**src/hdl/tril_pkg.sv**
```systemverilog
// Shared constants, types and corner table for the trilinear interpolator.
package tril_pkg;

  localparam int FRAC_BITS   = 10;
  localparam int SAMPLE_BITS = 16;
  localparam int LANES       = 8;

  // One axis weight spans 0 to 1.0 inclusive, so it needs one more bit.
  localparam int AXIS_BITS   = FRAC_BITS + 1;
  localparam int WEIGHT_BITS = 3 * FRAC_BITS + 1;
  localparam int ACC_BITS    = 3 * FRAC_BITS + SAMPLE_BITS;
  localparam int CODE_BITS   = 3;

  // Corner position code bits.
  localparam int CODE_X = 2;
  localparam int CODE_Y = 1;
  localparam int CODE_Z = 0;

  // Pipeline stages.
  localparam int ST_LANE_XY  = 0;
  localparam int ST_LANE_W   = 1;
  localparam int ST_LANE_P   = 2;
  localparam int ST_MRG_PAIR = 3;
  localparam int ST_MRG_OUT  = 4;
  localparam int N_STAGES    = 5;

  typedef logic [FRAC_BITS-1:0]   frac_t;
  typedef logic [SAMPLE_BITS-1:0] sample_t;
  typedef logic [ACC_BITS-1:0]    acc_t;
  typedef logic [CODE_BITS-1:0]   code_t;

  // Corner codes in request order: bit 2 = x, bit 1 = y, bit 0 = z.
  localparam code_t CORNER_CODE [LANES] = '{
    3'd0, 3'd1, 3'd2, 3'd4, 3'd3, 3'd5, 3'd6, 3'd7
  };

  typedef struct packed {
    frac_t   frac_x;
    frac_t   frac_y;
    frac_t   frac_z;
    sample_t corner_000;
    sample_t corner_001;
    sample_t corner_010;
    sample_t corner_100;
    sample_t corner_011;
    sample_t corner_101;
    sample_t corner_110;
    sample_t corner_111;
  } tril_req_t;

  typedef struct packed {
    sample_t interpolated;
  } tril_res_t;

  typedef struct packed {
    logic [N_STAGES-1:0] en;
  } tril_ctrl_t;

endpackage

```
**src/hdl/tril_lane.sv**
```systemverilog
// One corner lane: builds the corner weight and multiplies it by the sample.
module tril_lane (
  input  logic                 clk_i,
  input  tril_pkg::tril_ctrl_t ctrl_i,
  input  tril_pkg::code_t      code_i,
  input  tril_pkg::frac_t      frac_x_i,
  input  tril_pkg::frac_t      frac_y_i,
  input  tril_pkg::frac_t      frac_z_i,
  input  tril_pkg::sample_t    sample_i,
  output tril_pkg::acc_t       prod_o
);
  import tril_pkg::*;

  localparam logic [AXIS_BITS-1:0] AXIS_ONE = {1'b1, {FRAC_BITS{1'b0}}};

  logic [AXIS_BITS-1:0]                wx, wy, wz;
  logic [2*AXIS_BITS-1:0]              wxy_d, wxy_q;
  logic [AXIS_BITS-1:0]                wz_q;
  sample_t                             sample_xy_q, sample_w_q;
  logic [3*AXIS_BITS-1:0]              weight_full;
  logic [WEIGHT_BITS-1:0]              weight_d, weight_q;
  logic [WEIGHT_BITS+SAMPLE_BITS-1:0]  prod_full;
  acc_t                                prod_d, prod_q;

  // High side of an axis takes f, low side takes 1 - f.
  assign wx = code_i[CODE_X] ? {1'b0, frac_x_i} : AXIS_ONE - {1'b0, frac_x_i};
  assign wy = code_i[CODE_Y] ? {1'b0, frac_y_i} : AXIS_ONE - {1'b0, frac_y_i};
  assign wz = code_i[CODE_Z] ? {1'b0, frac_z_i} : AXIS_ONE - {1'b0, frac_z_i};

  assign wxy_d       = wx * wy;
  assign weight_full = wxy_q * wz_q;
  // The weight never exceeds 1.0 in Q1.(3*FRAC_BITS).
  assign weight_d    = weight_full[WEIGHT_BITS-1:0];
  assign prod_full   = weight_q * sample_w_q;
  assign prod_d      = prod_full[ACC_BITS-1:0];

  always_ff @(posedge clk_i) begin
    if (ctrl_i.en[ST_LANE_XY]) begin
      wxy_q       <= wxy_d;
      wz_q        <= wz;
      sample_xy_q <= sample_i;
    end
    if (ctrl_i.en[ST_LANE_W]) begin
      weight_q   <= weight_d;
      sample_w_q <= sample_xy_q;
    end
    if (ctrl_i.en[ST_LANE_P]) begin
      prod_q <= prod_d;
    end
  end

  assign prod_o = prod_q;
endmodule

```
**config.mk**
```make
export PLATFORM = sky130hd
export DESIGN_NAME = tril_lane
export DESIGN_NICKNAME = d
export VERILOG_FILES = /design/src/hdl/tril_pkg.sv /design/src/hdl/tril_lane.sv
export SDC_FILE = /design/constraint.sdc
export NUM_CORES = 2
export LEC_CHECK = 0
export BUFFER_PORTS_ARGS = -buffer_cell sky130_fd_sc_hd__buf_4
export CAP_MARGIN = 20
export CORE_UTILIZATION = 47
export DETAILED_ROUTE_END_ITERATION = 8
export HOLD_SLACK_MARGIN = 0.03
export PLACE_DENSITY = 0.74
export SLEW_MARGIN = 0
export SYNTH_ARGS = -nofsm -noshare
export SYNTH_HDL_FRONTEND = slang
export SYNTH_SLANG_ARGS = --single-unit
export TNS_END_PERCENT = 1
```
**constraint.sdc**
```tcl
create_clock -name clk_i -period 6.5 [get_ports clk_i]
set_input_delay 0.65 -clock clk_i [delete_from_list [all_inputs] [get_ports clk_i]]
set_output_delay 0.65 -clock clk_i [all_outputs]
set_load 0.02 [all_outputs]
```
==> reports/qor.yml <==
yosys:
  synth_nets: 4294
  synth.avg_cell_area_um2: 9.45
  post-synth-top-count-cell: "inv_1"
  ys.flop_type: "edfxtp_1"
  synth_seq_cells: 142
  ys_warn_count: 0
  synth_top_area_share: 0.419
  yosys.area.top_type: "fa_1"
  synth_edf_count: 142
  syn-instance-count: 3338
  synth.top_cells.by_count: "inv_1, fa_1, nand2_1, and2_1, ha_1"
  synth_area_leaders: "fa_1, edfxtp_1, ha_1, inv_1, nand2_1"
  yosysSeqAreaShare: 0.135
  synthDistinctLibCells: 76
  async_reset_ff_frac: 0
  syn-cell-area_mm2: 0.0316
floorplanning:
  die-area_mm2: 0.0682
  core_area_mm2: 0.0661
  num_rows: 94
  die_x_um: 261
  start_util: 0.477
  io_pins: 101
  fp.dieH_um: 261
drt:
  met2_length_um: 38700
  first_iter_violations: 1280
  drc_errors: 0
  routed-via-count: 23132
  routed_wl_um: 74400
  dr.pass1.iters: 7
  highest_layer: "met4"
  vias_per_cell: 5.19
  postRouteAntennaNets: 0
  wl_per_cell_um: 16.7
  wl_met3_um: 4020
  met1_length_um: 29300
global_route:
  grt_pass1_vias: 24141
  grt_max_degree: 50
  grt_pass1_wl_um: 120000
  overflow: 0
  antenna_found_initial: 1
  grt_usage: 0.225
timing:
  post-route-period-util: 0.996
  grt_setup_unrepaired: "yes"
  tightest_slew_ns: 0.827
  hold_viol_final: 0
  finalSetupViolCount: 0
  slew_violations: 0
  slew_headroom: 0.449
  fin_worst_skew_ns: 0.0170
  min_period_ns: 6.47
  timing.fmax_mhz: 155
  hold_slack_ns: 0.342
final_layout:
  nets: 4536
  final_cell_area_mm2: 0.0360
  areaGrowthSynthToFinish_pct: 14.0
  drive_gt1_frac: 0.130
place:
  gp_congestion: 0.900
  dpl_cell_area_mm2: 0.0348
  dpl.hpwl_um: 60600
  io_buffers: 98
job:
  maxCapViolCount: 0
cts:
  clockRootBuffer: "clkbuf_16"
  numCtsBuffers: 17
  h-tree-depth: 4
  cts_sinks: 142
  cts_tree: "built"
  clk_pin_slew_ns: 0.07
  clockBufferDepth: 2
  insertion_delay_ns: 0.49
worst_setup_path:
  cp_max_fo: 11
  critPathKind: "flip-flop to flip-flop"
  crit_required_ns: 6.74
  end_kind: "flip-flop"
  startpoint_type: "flip-flop"
  slowest_delay_ns: 0.59
  arrival_ns: 6.71
  crit_top_cell: "fa_1"
  slowest_stage: "fa_1"
run_status:
  status: "completed"
min_path:
  min_path_type: "primary input to flip-flop"
==> registers in the layout (all words and copies together), names as in the netlist <==
| name | count |
|---|---|
| wz_q | 11 |
| wxy_q | 22 |
| sample_xy_q | 16 |
| weight_q | 31 |
| sample_w_q | 16 |
| prod_o | 46 |
==> routing by layer <==
metal	global-route usage	vias to the layer above
met5	0	-
met4	0.0867	0
met3	0.0281	149
met2	0.401	661
met1	0.276	11757
li1	-	10565
==> area by class of cell <==
cell class | count | area (um^2)
well taps | 864 | 1080
repair buffers | 375 | 3100
clock inverters | 14 | 189
inverters | 686 | 2570
fillers | 5791 | 30100
diodes | 3 | 7.51
multi-input cells | 2358 | 24300
flip-flops and latches | 142 | 4260
clock buffers | 18 | 429
==> critical path, delay by kind of cell, from the launching register on <==
family / cells / cell delay [ns]
AOI/OAI and AO/OA: 6 / 1.24
xor gates and xnor gates: 1 / 0.13
adders and majority gates: 7 / 3.26
buffers and inverters: 8 / 0.74
DFF: 1 / 0.51
and+or+nand+nor: 3 / 0.34
==> placed cells by master (no fill, tap or decap), types with 11 or more instances in the layout <==
master,n
inv_1,680
fa_1,652
nand2_1,570
buf_4,345
and2_1,291
ha_1,234
edfxtp_1,142
nor2_1,102
a21oi_1,77
xnor2_1,75
xor2_1,44
a21o_1,42
o21ai_0,32
clkbuf_16,19
nor3_1,18
nand3_1,17
o21bai_1,16
buf_12,16
a31oi_1,13
buf_6,12
nand4_1,11
nor2b_1,11
==> logic make-up (layout without fill, tap and decap cells) <==
kind of cell	after synthesis	count (layout)	share of synthesized area
buf+inv	838	1093	0.101
flops	142	142	0.135
other cells	0	3	0
mux	5	5	0.00170
simple gates	1077	1077	0.160
compound gates	256	256	0.0545
fa+ha+maj	901	901	0.514
xor+xnor	119	119	0.0330
==> through the flow <==
step	setup WS, ns	util	TNS (ns)	cells
floorplan	0.108	-	0	3338
global placement	-0.0880	0.526	-0.214	4390
detailed placement	-0.166	0.526	-0.460	4390
CTS	0.0157	0.536	0	4427
global route	-0.146	0.544	-0.711	4458
finish	0.0292	0.544	0	4460
==> timing repair <==
| item | 4_1_cts | 5_1_grt |
|---|---|---|
| gates cloned | 0 | 2 |
| setup buffers | 5 | 28 |
| hold buffers | 0 | 0 |
| pin swaps | 5 | 36 |
| gates resized for setup | 4 | 60 |
| endpoints found under the setup margin | 7 | 14 |
==> final timing paths <==
| path | from | end | slack [ns] | depth (start not counted) |
|---|---|---|---|---|
| max | weight_q[4] | prod_o[44] | 0.03 | 25 |
| min | sample_i[15] | sample_xy_q[15] | 0.34 | 1 |
| max reg2reg | weight_q[4] | prod_o[44] | 0.03 | 25 |
| min reg2reg | sample_xy_q[4] | sample_w_q[4] | 0.42 | 0 |
Power is left out: the tool's default activity adds up to more than one toggle a clock period on the data nets, which glitch-free logic cannot reach.
