**src/hdl/tril_pkg.sv**
```systemverilog
// Shared constants, types and corner table for the trilinear interpolator.
package tril_pkg;

  localparam int FRAC_BITS   = 10;
  localparam int SAMPLE_BITS = 16;
  localparam int LANES       = 8;

  // One axis weight spans 0 to 1.0 inclusive, so it needs one more bit.
  localparam int AXIS_BITS   = FRAC_BITS + 1;
  localparam int WEIGHT_BITS = 3 * FRAC_BITS + 1;
  localparam int ACC_BITS    = 3 * FRAC_BITS + SAMPLE_BITS;
  localparam int CODE_BITS   = 3;

  // Corner position code bits.
  localparam int CODE_X = 2;
  localparam int CODE_Y = 1;
  localparam int CODE_Z = 0;

  // Pipeline stages.
  localparam int ST_LANE_XY  = 0;
  localparam int ST_LANE_W   = 1;
  localparam int ST_LANE_P   = 2;
  localparam int ST_MRG_PAIR = 3;
  localparam int ST_MRG_OUT  = 4;
  localparam int N_STAGES    = 5;

  typedef logic [FRAC_BITS-1:0]   frac_t;
  typedef logic [SAMPLE_BITS-1:0] sample_t;
  typedef logic [ACC_BITS-1:0]    acc_t;
  typedef logic [CODE_BITS-1:0]   code_t;

  // Corner codes in request order: bit 2 = x, bit 1 = y, bit 0 = z.
  localparam code_t CORNER_CODE [LANES] = '{
    3'd0, 3'd1, 3'd2, 3'd4, 3'd3, 3'd5, 3'd6, 3'd7
  };

  typedef struct packed {
    frac_t   frac_x;
    frac_t   frac_y;
    frac_t   frac_z;
    sample_t corner_000;
    sample_t corner_001;
    sample_t corner_010;
    sample_t corner_100;
    sample_t corner_011;
    sample_t corner_101;
    sample_t corner_110;
    sample_t corner_111;
  } tril_req_t;

  typedef struct packed {
    sample_t interpolated;
  } tril_res_t;

  typedef struct packed {
    logic [N_STAGES-1:0] en;
  } tril_ctrl_t;

endpackage

```
**src/hdl/tril_merge.sv**
```systemverilog
// Merge stage: two-level adder tree over the lane products, then round half up.
module tril_merge (
  input  logic                              clk_i,
  input  tril_pkg::tril_ctrl_t              ctrl_i,
  input  tril_pkg::acc_t [tril_pkg::LANES-1:0] prod_i,
  output tril_pkg::sample_t                 result_o
);
  import tril_pkg::*;

  localparam int   PAIRS      = LANES / 2;
  localparam acc_t ROUND_HALF = ACC_BITS'(1) << (3 * FRAC_BITS - 1);

  acc_t    pair_d [PAIRS];
  acc_t    pair_q [PAIRS];
  acc_t    total;
  sample_t result_q;

  // Convex weights keep every partial sum inside ACC_BITS.
  always_comb begin
    for (int i = 0; i < PAIRS; i++) begin
      pair_d[i] = prod_i[2*i] + prod_i[2*i+1];
    end
  end

  always_comb begin
    total = ROUND_HALF;
    for (int i = 0; i < PAIRS; i++) begin
      total = total + pair_q[i];
    end
  end

  always_ff @(posedge clk_i) begin
    if (ctrl_i.en[ST_MRG_PAIR]) begin
      for (int i = 0; i < PAIRS; i++) begin
        pair_q[i] <= pair_d[i];
      end
    end
    if (ctrl_i.en[ST_MRG_OUT]) begin
      result_q <= total[3*FRAC_BITS +: SAMPLE_BITS];
    end
  end

  assign result_o = result_q;
endmodule

```
**config.mk**
```make
export PLATFORM = sky130hd
export DESIGN_NAME = tril_merge
export DESIGN_NICKNAME = d
export VERILOG_FILES = /design/src/hdl/tril_pkg.sv /design/src/hdl/tril_merge.sv
export SDC_FILE = /design/constraint.sdc
export NUM_CORES = 1
export LEC_CHECK = 0
export BUFFER_PORTS_ARGS = -buffer_cell sky130_fd_sc_hd__buf_2
export CORE_ASPECT_RATIO = 0.9
export CORE_MARGIN = 2
export CORE_UTILIZATION = 50
export CTS_CLUSTER_SIZE = 28
export DETAILED_ROUTE_END_ITERATION = 8
export GPL_ROUTABILITY_DRIVEN = 0
export PLACE_DENSITY = 0.73
export SYNTH_ARGS = -nofsm -noshare
export SYNTH_HDL_FRONTEND = slang
export SYNTH_SLANG_ARGS = --single-unit
```
**constraint.sdc**
```tcl
create_clock -name clk_i -period 5.9 [get_ports clk_i]
set_clock_uncertainty 0.05 [all_clocks]
set_input_delay 1.18 -clock clk_i [delete_from_list [all_inputs] [get_ports clk_i]]
set_output_delay 1.18 -clock clk_i [all_outputs]
set_load 0.05 [all_outputs]
```
==> results.sh, run 1 <==
export IMPL_synth_compound_area_frac=0.206
export IMPL_whs_endpoint="result_o[15]"
export IMPL_ir_drop_mv=0.259
export IMPL_cp_required_ns=6.03
export IMPL_slowest_delay_ns=0.51
export IMPL_path_delay_family="compound AO/OA/AOI/OAI gates"
export IMPL_io_pins=390
export IMPL_fillCellCount=3347
export IMPL_grt_usage=0.257
export IMPL_synthDistinctLibCells=69
export IMPL_worst_pin_slew_ns=0.948
export IMPL_cts_resized=0
export IMPL_synth_seq_cells=200
export IMPL_rr_startpoint="pair_q[0][6]"
export IMPL_cts_sinks=200
export IMPL_synthFlopType="edfxtp_1"
export IMPL_die_w_um=216
export IMPL_worstPathCellList="buf_2, ha_1, inv_1, fa_1, nor2b_1, nor3_1, o21ai_0, a22oi_1, a211oi_1, o21ai_0, o31ai_1, a31oi_1, o21ai_0, xor2_1"
export IMPL_p_leak_nw=11.3
export IMPL_drt_first_iter_violations=1757
export IMPL_path_clk_slew_ns=0.08
export IMPL_grt_max_degree=117
export IMPL_r2r_end="result_o[0]"
export IMPL_maxSlewHeadroom=0.351
export IMPL_dieArea_um2=42000
export IMPL_areaGrowthSynthToFinish_pct=15.5
export IMPL_slew_violations=0
export IMPL_wl_per_cell_um=18.1
export IMPL_hold_depth=3
export IMPL_setup_viol=0
export IMPL_cts_root_buf="clkbuf_16"
export IMPL_port_buffers=386
export IMPL_placedCellCount=2981
export IMPL_die_h_um=195
export IMPL_maxCapViolations=0
export IMPL_ys_top_cells_by_area="edfxtp_1, ha_1, fa_1"
export IMPL_synth_top_cell_by_area="edfxtp_1"
export IMPL_endpoint_kind="register"
export IMPL_power_density_nw_per_um2=372
export IMPL_slowest_stage="o31ai_1"
export IMPL_worst_skew_pair_late_latency_ns=0.44
export IMPL_synth_fp_nets=2837
export IMPL_grt_pass1_wl_um=85500
export IMPL_nNetsFinal=3200
export IMPL_hpwl_um=45100
export IMPL_ys_warn_count=0
export IMPL_ant_nets=0
export IMPL_finalNonFillerCells=3023
export IMPL_seq_area_frac_synth=0.298
export IMPL_vias=17200
export IMPL_syn_inst=2105
export IMPL_synth_edff_count=200
export IMPL_syn_cell_area_um2=20200
export IMPL_grt_pass1_vias=16700
export IMPL_avgViaCountPerCell=5.70
export IMPL_initial_core_util=0.509
export IMPL_synth_area_per_cell_um2=9.59
export IMPL_remaining_drc_errors=0
export IMPL_hold_path_startpoint="pair_q[2][45]"
export IMPL_cts_tree="yes"
export IMPL_fp_row_count=69
export IMPL_gr_total_overflow=0
export IMPL_cp_common_cell="o21ai_0"
export IMPL_cp_num_buf_inv=2
export IMPL_synth_adder_area_share=0.257
export IMPL_synthMuxAreaShare=0.000992
export IMPL_rsz0062_at_grt="no"
export IMPL_netlist_area_leader_share=0.298
export IMPL_fin_util=0.588
export IMPL_finalCritPeriodShare=0.785
export IMPL_synthArstFlopShare=0
export IMPL_synth_top_family_by_area="adder cells"
export IMPL_fmax_mhz=216
export IMPL_cp_data_arrival_time_ns=4.76
export IMPL_clock_path_buffers=2
export IMPL_fin_tns_setup_ns=0
export IMPL_finalHoldViolations=0
export IMPL_drt_first_pass_iters=7
export IMPL_h_tree_depth=4
export IMPL_start_kind="primary input"
export IMPL_cts_buffers=17
export IMPL_synth_simple_area_share=0.105
export IMPL_antenna_found_initial=9
export IMPL_holdBufCountCts=0
export IMPL_crit_fanout=5
export IMPL_hp_class="register to register"
export IMPL_core_area_um2=39600
export IMPL_path_class="primary input to register"
export IMPL_ff2ff_path_depth=16
export IMPL_outcome="complete, no violations"
export IMPL_cts_setup_buffers=0
export IMPL_wl_um=54700
export IMPL_post_route_min_period_ns=4.63
export IMPL_synth_xor_area_frac=0.0803
export IMPL_reg2reg_slack_ns=1.28
export IMPL_drive_gt1_frac=0.176
[cell type report]
cell class                 instances  area [um2]  area share
antenna                           10        25.0     0.00107
clock buffer                      17         425      0.0183
clock inverter                    15         204     0.00875
inverter                         238         893      0.0383
multi-input combinational       1622       13100       0.563
sequential                       200        6010       0.258
tap                              532         666      0.0286
timing repair buffer             389        1970      0.0847
[sequential cells by signal (all words and copies together), names as in the netlist]
register / count
pair_q: 184
result_o: 16
[per-stage QoR]
step / hold WS, ns / power [W] / setup WS [ns] / area, um2
floorplan: 0.700 / 0.00604 / 1.78 / 20200
global placement: 0.811 / 0.00717 / 1.06 / 22600
detailed placement: 0.820 / 0.00730 / 1.00 / 22600
CTS: 0.837 / 0.00865 / 1.23 / 23300
global route: 0.873 / 0.00942 / 1.05 / 23300
finish: 0.835 / 0.00868 / 1.27 / 23300
[worst max-delay path by stage]
stage | from | endpoint | slack, ns | depth (start not counted)
floorplan | prod_i[184] | pair_q[2][44] | 1.78 | 13
global placement | prod_i[276] | pair_q[3][40] | 1.06 | 14
detailed placement | prod_i[276] | pair_q[3][40] | 1.00 | 14
CTS | pair_q[0][6] | result_o[15] | 1.23 | 16
global route | pair_q[0][6] | result_o[15] | 1.05 | 16
finish | prod_i[276] | pair_q[3][40] | 1.27 | 14
[cell families after synthesis]
family                     count (synthesis)
AOI/OAI and AO/OA                        645
xor gates and xnor gates                 185
adders and majority gates                358
buffers and inverters                    283
DFF                                      200
muxes                                      2
and+or+nand+nor                          432
[report_power, final]
part | total, W | internal (W) | switching, W
clock network | 0.00123 | 0.000652 | 0.000581
registers | 0.00219 | 0.00205 | 0.000136
logic | 0.00525 | 0.00220 | 0.00305
[synth_stat cells, types with 26 or more instances]
| cell | n |
|---|---|
| a211oi_1 | 26 |
| a21o_1 | 135 |
| a21oi_1 | 210 |
| and3_1 | 27 |
| clkbuf_1 | 43 |
| edfxtp_1 | 200 |
| fa_1 | 93 |
| ha_1 | 265 |
| inv_1 | 238 |
| nand2_1 | 120 |
| nand3_1 | 42 |
| nand4_1 | 39 |
| nor2_1 | 101 |
| nor2b_1 | 29 |
| o21a_1 | 27 |
| o21ai_0 | 103 |
| o21bai_1 | 26 |
| xnor2_1 | 113 |
| xor2_1 | 72 |
[layout by cell type, fill, tap and decap left out, types with 101 or more instances in the layout]
cell and count:
buf_2 385, ha_1 265, inv_1 238, a21oi_1 210
edfxtp_1 200, a21o_1 135, nand2_1 120, xnor2_1 113
o21ai_0 103, nor2_1 101
[worst reg2reg max path: stages, from the launching register on]
cell and delay (ns):
edfxtp_1 0.35, inv_1 0.06, fa_1 0.53, inv_1 0.05
fa_1 0.44, ha_1 0.30, ha_1 0.30, a21o_1 0.18
a21o_1 0.17, a211o_1 0.28, a211oi_1 0.33, o21bai_1 0.10
a31oi_1 0.24, o21ai_0 0.14, a2111oi_0 0.54, o41ai_1 0.15
xor2_1 0.16
[metal layers]
metal / part of all wire / GRT usage / vias to the layer above
li1: - / - / 8319
met1: 0.47 / 0.378 / 8008
met2: 0.43 / 0.393 / 800
met3: 0.079 / 0.0354 / 98
met4: 0.026 / 0.0766 / 0
met5: 0 / 0 / -
No activity file was read; power rests on OpenSTA's default activity.
==> run 2, diff against run 1 <==
- PLACE_DENSITY: 0.73 -> 0.76
- clock period: 5.9 -> 3.7 ns (I/O delays scaled with it)
==> results.sh, run 2 (synthesized netlist as in run 1, its figures left out) <==
export IMPL_finalCritPeriodShare=1.15
export IMPL_hold_path_startpoint="prod_i[138]"
export IMPL_ir_drop_mv=0.496
export IMPL_start_kind="register"
export IMPL_wl_um=57400
export IMPL_violations="setup timing"
export IMPL_rr_startpoint="pair_q[0][6]"
export IMPL_nNetsFinal=3363
export IMPL_power_density_nw_per_um2=630
export IMPL_remaining_drc_errors=0
export IMPL_cts_tree="yes"
export IMPL_vias=18000
export IMPL_ant_nets=0
export IMPL_fin_ws_ns=-0.562
export IMPL_fillCellCount=3217
export IMPL_die_w_um=216
export IMPL_die_h_um=195
export IMPL_largest_reg_flops=184
export IMPL_worst_skew_pair_late_latency_ns=0.46
export IMPL_path_clk_slew_ns=0.08
export IMPL_cts_root_buf="clkbuf_16"
export IMPL_holdBufCountCts=0
export IMPL_path_class="register to register"
export IMPL_grt_max_degree=68
export IMPL_worst_pin_slew_ns=0.668
export IMPL_dieArea_um2=42000
export IMPL_rsz0062_at_grt="yes"
export IMPL_finalHoldViolations=0
export IMPL_io_pins=390
export IMPL_post_route_min_period_ns=4.26
export IMPL_p_leak_nw=12.1
export IMPL_cts_buffers=17
export IMPL_core_area_um2=39600
export IMPL_grt_usage=0.269
export IMPL_drt_first_iter_violations=1873
export IMPL_areaGrowthSynthToFinish_pct=22.0
export IMPL_ff2ff_path_depth=16
export IMPL_regMostFlops="pair_q"
export IMPL_h_tree_depth=4
export IMPL_clock_path_buffers=2
export IMPL_drive_gt1_frac=0.234
export IMPL_crit_fanout=3
export IMPL_final_cell_mix="buf_2, ha_1, inv_1"
export IMPL_hold_depth=2
export IMPL_slew_violations=0
export IMPL_wl_per_cell_um=18.0
export IMPL_grt_pass1_vias=17600
export IMPL_avgViaCountPerCell=5.66
export IMPL_layout_commonest_cell="buf_2"
export IMPL_drt_first_pass_iters=7
export IMPL_fmax_mhz=235
export IMPL_outcome="finished, violations left"
export IMPL_setup_viol=16
export IMPL_cp_required_ns=3.87
export IMPL_cts_sinks=200
export IMPL_endpoint_kind="register"
export IMPL_total_power_w=0.0155
export IMPL_whs_endpoint="pair_q[1][0]"
export IMPL_r2r_end="result_o[15]"
export IMPL_gr_total_overflow=0
export IMPL_port_buffers=386
export IMPL_hpwl_um=47600
export IMPL_maxSlewHeadroom=0.555
export IMPL_whs_ns=0.523
export IMPL_maxCapViolations=0
export IMPL_antenna_found_initial=5
export IMPL_reg2reg_slack_ns=-0.56
export IMPL_initial_core_util=0.509
export IMPL_cp_data_arrival_time_ns=4.43
export IMPL_pre_cts_ws_ns=-0.627
export IMPL_fin_util=0.621
export IMPL_fp_row_count=69
export IMPL_hp_class="primary input to register"
export IMPL_grt_pass1_wl_um=89900
run 2: cell types whose count changed in the layout (fill, tap and decap cells not counted), sizes merged:
cell    delta
diode      -6
inv        +2
bufinv     -2
buf      +163
run 2: per-stage QoR:
| stage | setup TNS, ns | instance area (um2) | instances |
|---|---|---|---|
| after CTS | -6.57 | 24500 | 3175 |
| after floorplan | -1.34 | 20200 | 2105 |
| after detailed placement | -11.29 | 23900 | 3143 |
| final | -6.03 | 24600 | 3180 |
| after global routing | -8.69 | 24600 | 3179 |
| after global placement | -9.30 | 23900 | 3143 |
run 2: worst max-delay path: stages, from the launching register on:
cell and delay [ns]:
edfxtp_1 0.33, inv_1 0.05, fa_1 0.53, inv_1 0.05, fa_1 0.47, ha_4 0.30, ha_4 0.19, a21o_1 0.17
a21o_1 0.18, a211o_1 0.29, a211oi_4 0.30, o21ai_2 0.10, o211ai_1 0.18, nand2_1 0.14, a311o_1 0.44, a21oi_2 0.17
xnor2_1 0.07
run 2: layout make-up:
class,count,area [um2],area share
Antenna cell,4,10.0,0.000406
Clock buffer,17,425,0.0173
Clock inverter,15,190,0.00772
Inverter,238,893,0.0363
Multi-Input combinational cell,1622,13200,0.537
Sequential cell,200,6010,0.244
Tap cell,532,666,0.0270
Timing Repair Buffer,552,3200,0.130
run 2: worst max path at each step:
stage	start	endpoint	slack (ns)	depth (start not counted)
floorplan	pair_q[0][6]	result_o[15]	-0.26	16
global placement	pair_q[0][6]	result_o[0]	-0.54	16
detailed placement	pair_q[0][6]	result_o[0]	-0.63	16
CTS	pair_q[0][6]	result_o[15]	-0.59	16
global route	pair_q[0][6]	result_o[15]	-0.73	16
finish	pair_q[0][6]	result_o[15]	-0.56	16
run 2: report_power, final:
| group | internal [W] | switching, W |
|---|---|---|
| Sequential | 0.00328 | 0.000232 |
| Combinational | 0.00469 | 0.00537 |
| Clock | 0.000932 | 0.00100 |
| Total | 0.00890 | 0.00660 |
run 2: what timing repair did:
item / CTS / global route
setup buffers: 0 / 1
endpoints found under the hold margin: 0 / 0
setup endpoints to repair: 16 / 21
pin swaps: 1 / 7
gates resized for setup: 8 / 21
run 2: routing by layer:
metal,vias up,track usage,part of all wire
li1,8641,-,-
met1,8388,0.393,0.46
met2,832,0.425,0.44
met3,132,0.0247,0.071
met4,2,0.0810,0.029
met5,-,0,0.00023
==> run 3, diff against run 2 <==
- PLACE_DENSITY: 0.76 -> 0.85
==> results.sh, run 3 (synthesized netlist as in run 1, its figures left out) <==
export IMPL_outcome="finished, violations left"
export IMPL_violations="setup timing"
export IMPL_dieArea_um2=42000
export IMPL_p_leak_nw=12.1
export IMPL_fillCellCount=3070
export IMPL_setup_viol=16
export IMPL_endpoint="result_o[13]"
export IMPL_wl_um=61200
export IMPL_final_cell_mix="buf_2, ha_1, inv_1"
export IMPL_cp_data_arrival_time_ns=4.34
export IMPL_areaGrowthSynthToFinish_pct=22.5
export IMPL_drt_first_iter_violations=2300
export IMPL_worst_skew_pair_late_latency_ns=0.46
export IMPL_p_comb_frac=0.658
export IMPL_initial_core_util=0.509
export IMPL_seq_power_share=0.221
export IMPL_maxSlewHeadroom=0.600
export IMPL_cts_tree="yes"
export IMPL_path_clk_slew_ns=0.08
export IMPL_finalHoldViolations=0
export IMPL_start_kind="register"
export IMPL_crit_fanout=2
export IMPL_clkPwrFrac=0.121
export IMPL_post_route_min_period_ns=4.19
export IMPL_fin_ws_ns=-0.485
export IMPL_h_tree_depth=4
export IMPL_cts_root_buf="clkbuf_16"
export IMPL_core_area_um2=39600
export IMPL_rsz0062_at_grt="yes"
export IMPL_path_class="register to register"
export IMPL_total_power_w=0.0159
export IMPL_hpwl_um=49200
export IMPL_drive_gt1_frac=0.238
export IMPL_largest_reg_flops=184
export IMPL_maxCapViolations=0
export IMPL_grt_pass1_wl_um=94800
export IMPL_finalCritPeriodShare=1.13
export IMPL_fp_row_count=69
export IMPL_critPathLaunch="pair_q[2][6]"
export IMPL_reg2reg_slack_ns=-0.49
export IMPL_power_density_nw_per_um2=645
export IMPL_grt_usage=0.285
export IMPL_fmax_mhz=239
export IMPL_cts_buffers=17
export IMPL_cp_required_ns=3.86
export IMPL_port_buffers=386
export IMPL_die_w_um=216
export IMPL_layout_commonest_cell="buf_2"
export IMPL_hp_class="primary input to register"
export IMPL_worst_pin_slew_ns=0.594
export IMPL_pre_cts_ws_ns=-0.664
export IMPL_drt_first_pass_iters=7
export IMPL_wl_per_cell_um=19.2
export IMPL_grt_max_degree=77
export IMPL_ant_nets=0
export IMPL_nNetsFinal=3366
export IMPL_slew_violations=0
export IMPL_ir_drop_mv=0.542
export IMPL_endpoint_kind="register"
export IMPL_intPower_w=0.00908
export IMPL_r2r_end="result_o[13]"
export IMPL_vias=18600
export IMPL_avgViaCountPerCell=5.83
export IMPL_switching_share=0.430
export IMPL_rr_startpoint="pair_q[2][6]"
export IMPL_ff2ff_path_depth=18
export IMPL_remaining_drc_errors=0
export IMPL_switchingPower_w=0.00685
export IMPL_gr_total_overflow=0
export IMPL_io_pins=390
export IMPL_antenna_found_initial=16
export IMPL_regMostFlops="pair_q"
export IMPL_die_h_um=195
export IMPL_cts_sinks=200
export IMPL_grt_pass1_vias=18400
export IMPL_clock_path_buffers=2
export IMPL_holdBufCountCts=0
[run 3: cell types whose count changed in the layout (fill, tap and decap cells not counted), moves of 2 or more]
cell	change
clkinv_1	+2
inv_12	-3
inv_1	-2
buf_6	+2
diode_2	+9
clkinvlp_4	+2
ha_1	-2
clkinv_8	-2
inv_2	+2
[run 3: area by class of cell]
type / instances / area, um2 / share of cell area
diodes: 13 / 32.5 / 0.00132
clock buffers: 17 / 425 / 0.0172
clock inverters: 15 / 165 / 0.00668
inverters: 238 / 893 / 0.0361
multi-input cells: 1622 / 13300 / 0.537
flip-flops and latches: 200 / 6010 / 0.243
well taps: 532 / 666 / 0.0269
repair buffers: 555 / 3240 / 0.131
[run 3: power by group through the flow]
| stage | Combinational (W) | Sequential [W] | Clock (W) |
|---|---|---|---|
| 2_1_floorplan | 0.00590 | 0.00378 | 0 |
| 3_3_place_gp | 0.00892 | 0.00356 | 0 |
| 3_5_place_dp | 0.00944 | 0.00356 | 0 |
| 4_1_cts | 0.0100 | 0.00352 | 0.00194 |
| 5_1_grt | 0.0115 | 0.00357 | 0.00203 |
| 6_report | 0.0105 | 0.00353 | 0.00192 |
[run 3: timing repair]
action | 4_1_cts | 5_1_grt
endpoints found under the setup margin | 17 | 28
buffers inserted | 3 | 5
pin swaps | 22 | 11
resized for setup | 23 | 19
[run 3: worst min path at each step]
stage,endpoint,slack [ns],from,depth (start not counted)
after floorplan,result_o[15],0.70,pair_q[2][45],3
after global placement,result_o[15],0.79,pair_q[2][45],3
after detailed placement,result_o[15],0.84,pair_q[2][45],3
after CTS,pair_q[3][0],0.51,prod_i[322],2
after global routing,pair_q[1][0],0.53,prod_i[138],2
final,pair_q[3][0],0.52,prod_i[322],2
[run 3: routing by layer]
metal / global-route usage / share of wire
met5: 0 / 0.00067
met4: 0.113 / 0.042
met3: 0.0485 / 0.094
met2: 0.455 / 0.45
met1: 0.386 / 0.42
[run 3: through the flow]
stage	instance area [um2]	hold WS (ns)	std cells	utilization	TNS, ns
floorplan	20200	0.700	2105	-	-1.34
finish	24700	0.516	3192	0.624	-5.43
global route	24700	0.529	3190	0.624	-8.09
CTS	24600	0.512	3176	0.620	-6.36
global placement	23900	0.794	3141	0.602	-8.99
detailed placement	23900	0.838	3141	0.602	-13.14
[run 3: worst max-delay path, stage by stage (launching register included)]
cell and delay, ns:
edfxtp_1 0.34, inv_2 0.04, fa_1 0.54, inv_2 0.04, fa_1 0.55, ha_4 0.22
ha_4 0.21, a21o_1 0.15, a21o_1 0.16, a211o_1 0.28, a211oi_4 0.26, o21ai_2 0.11
o211ai_1 0.20, nand2_1 0.11, buf_6 0.13, buf_6 0.11, a31oi_4 0.20, o31ai_4 0.09
xnor2_1 0.13
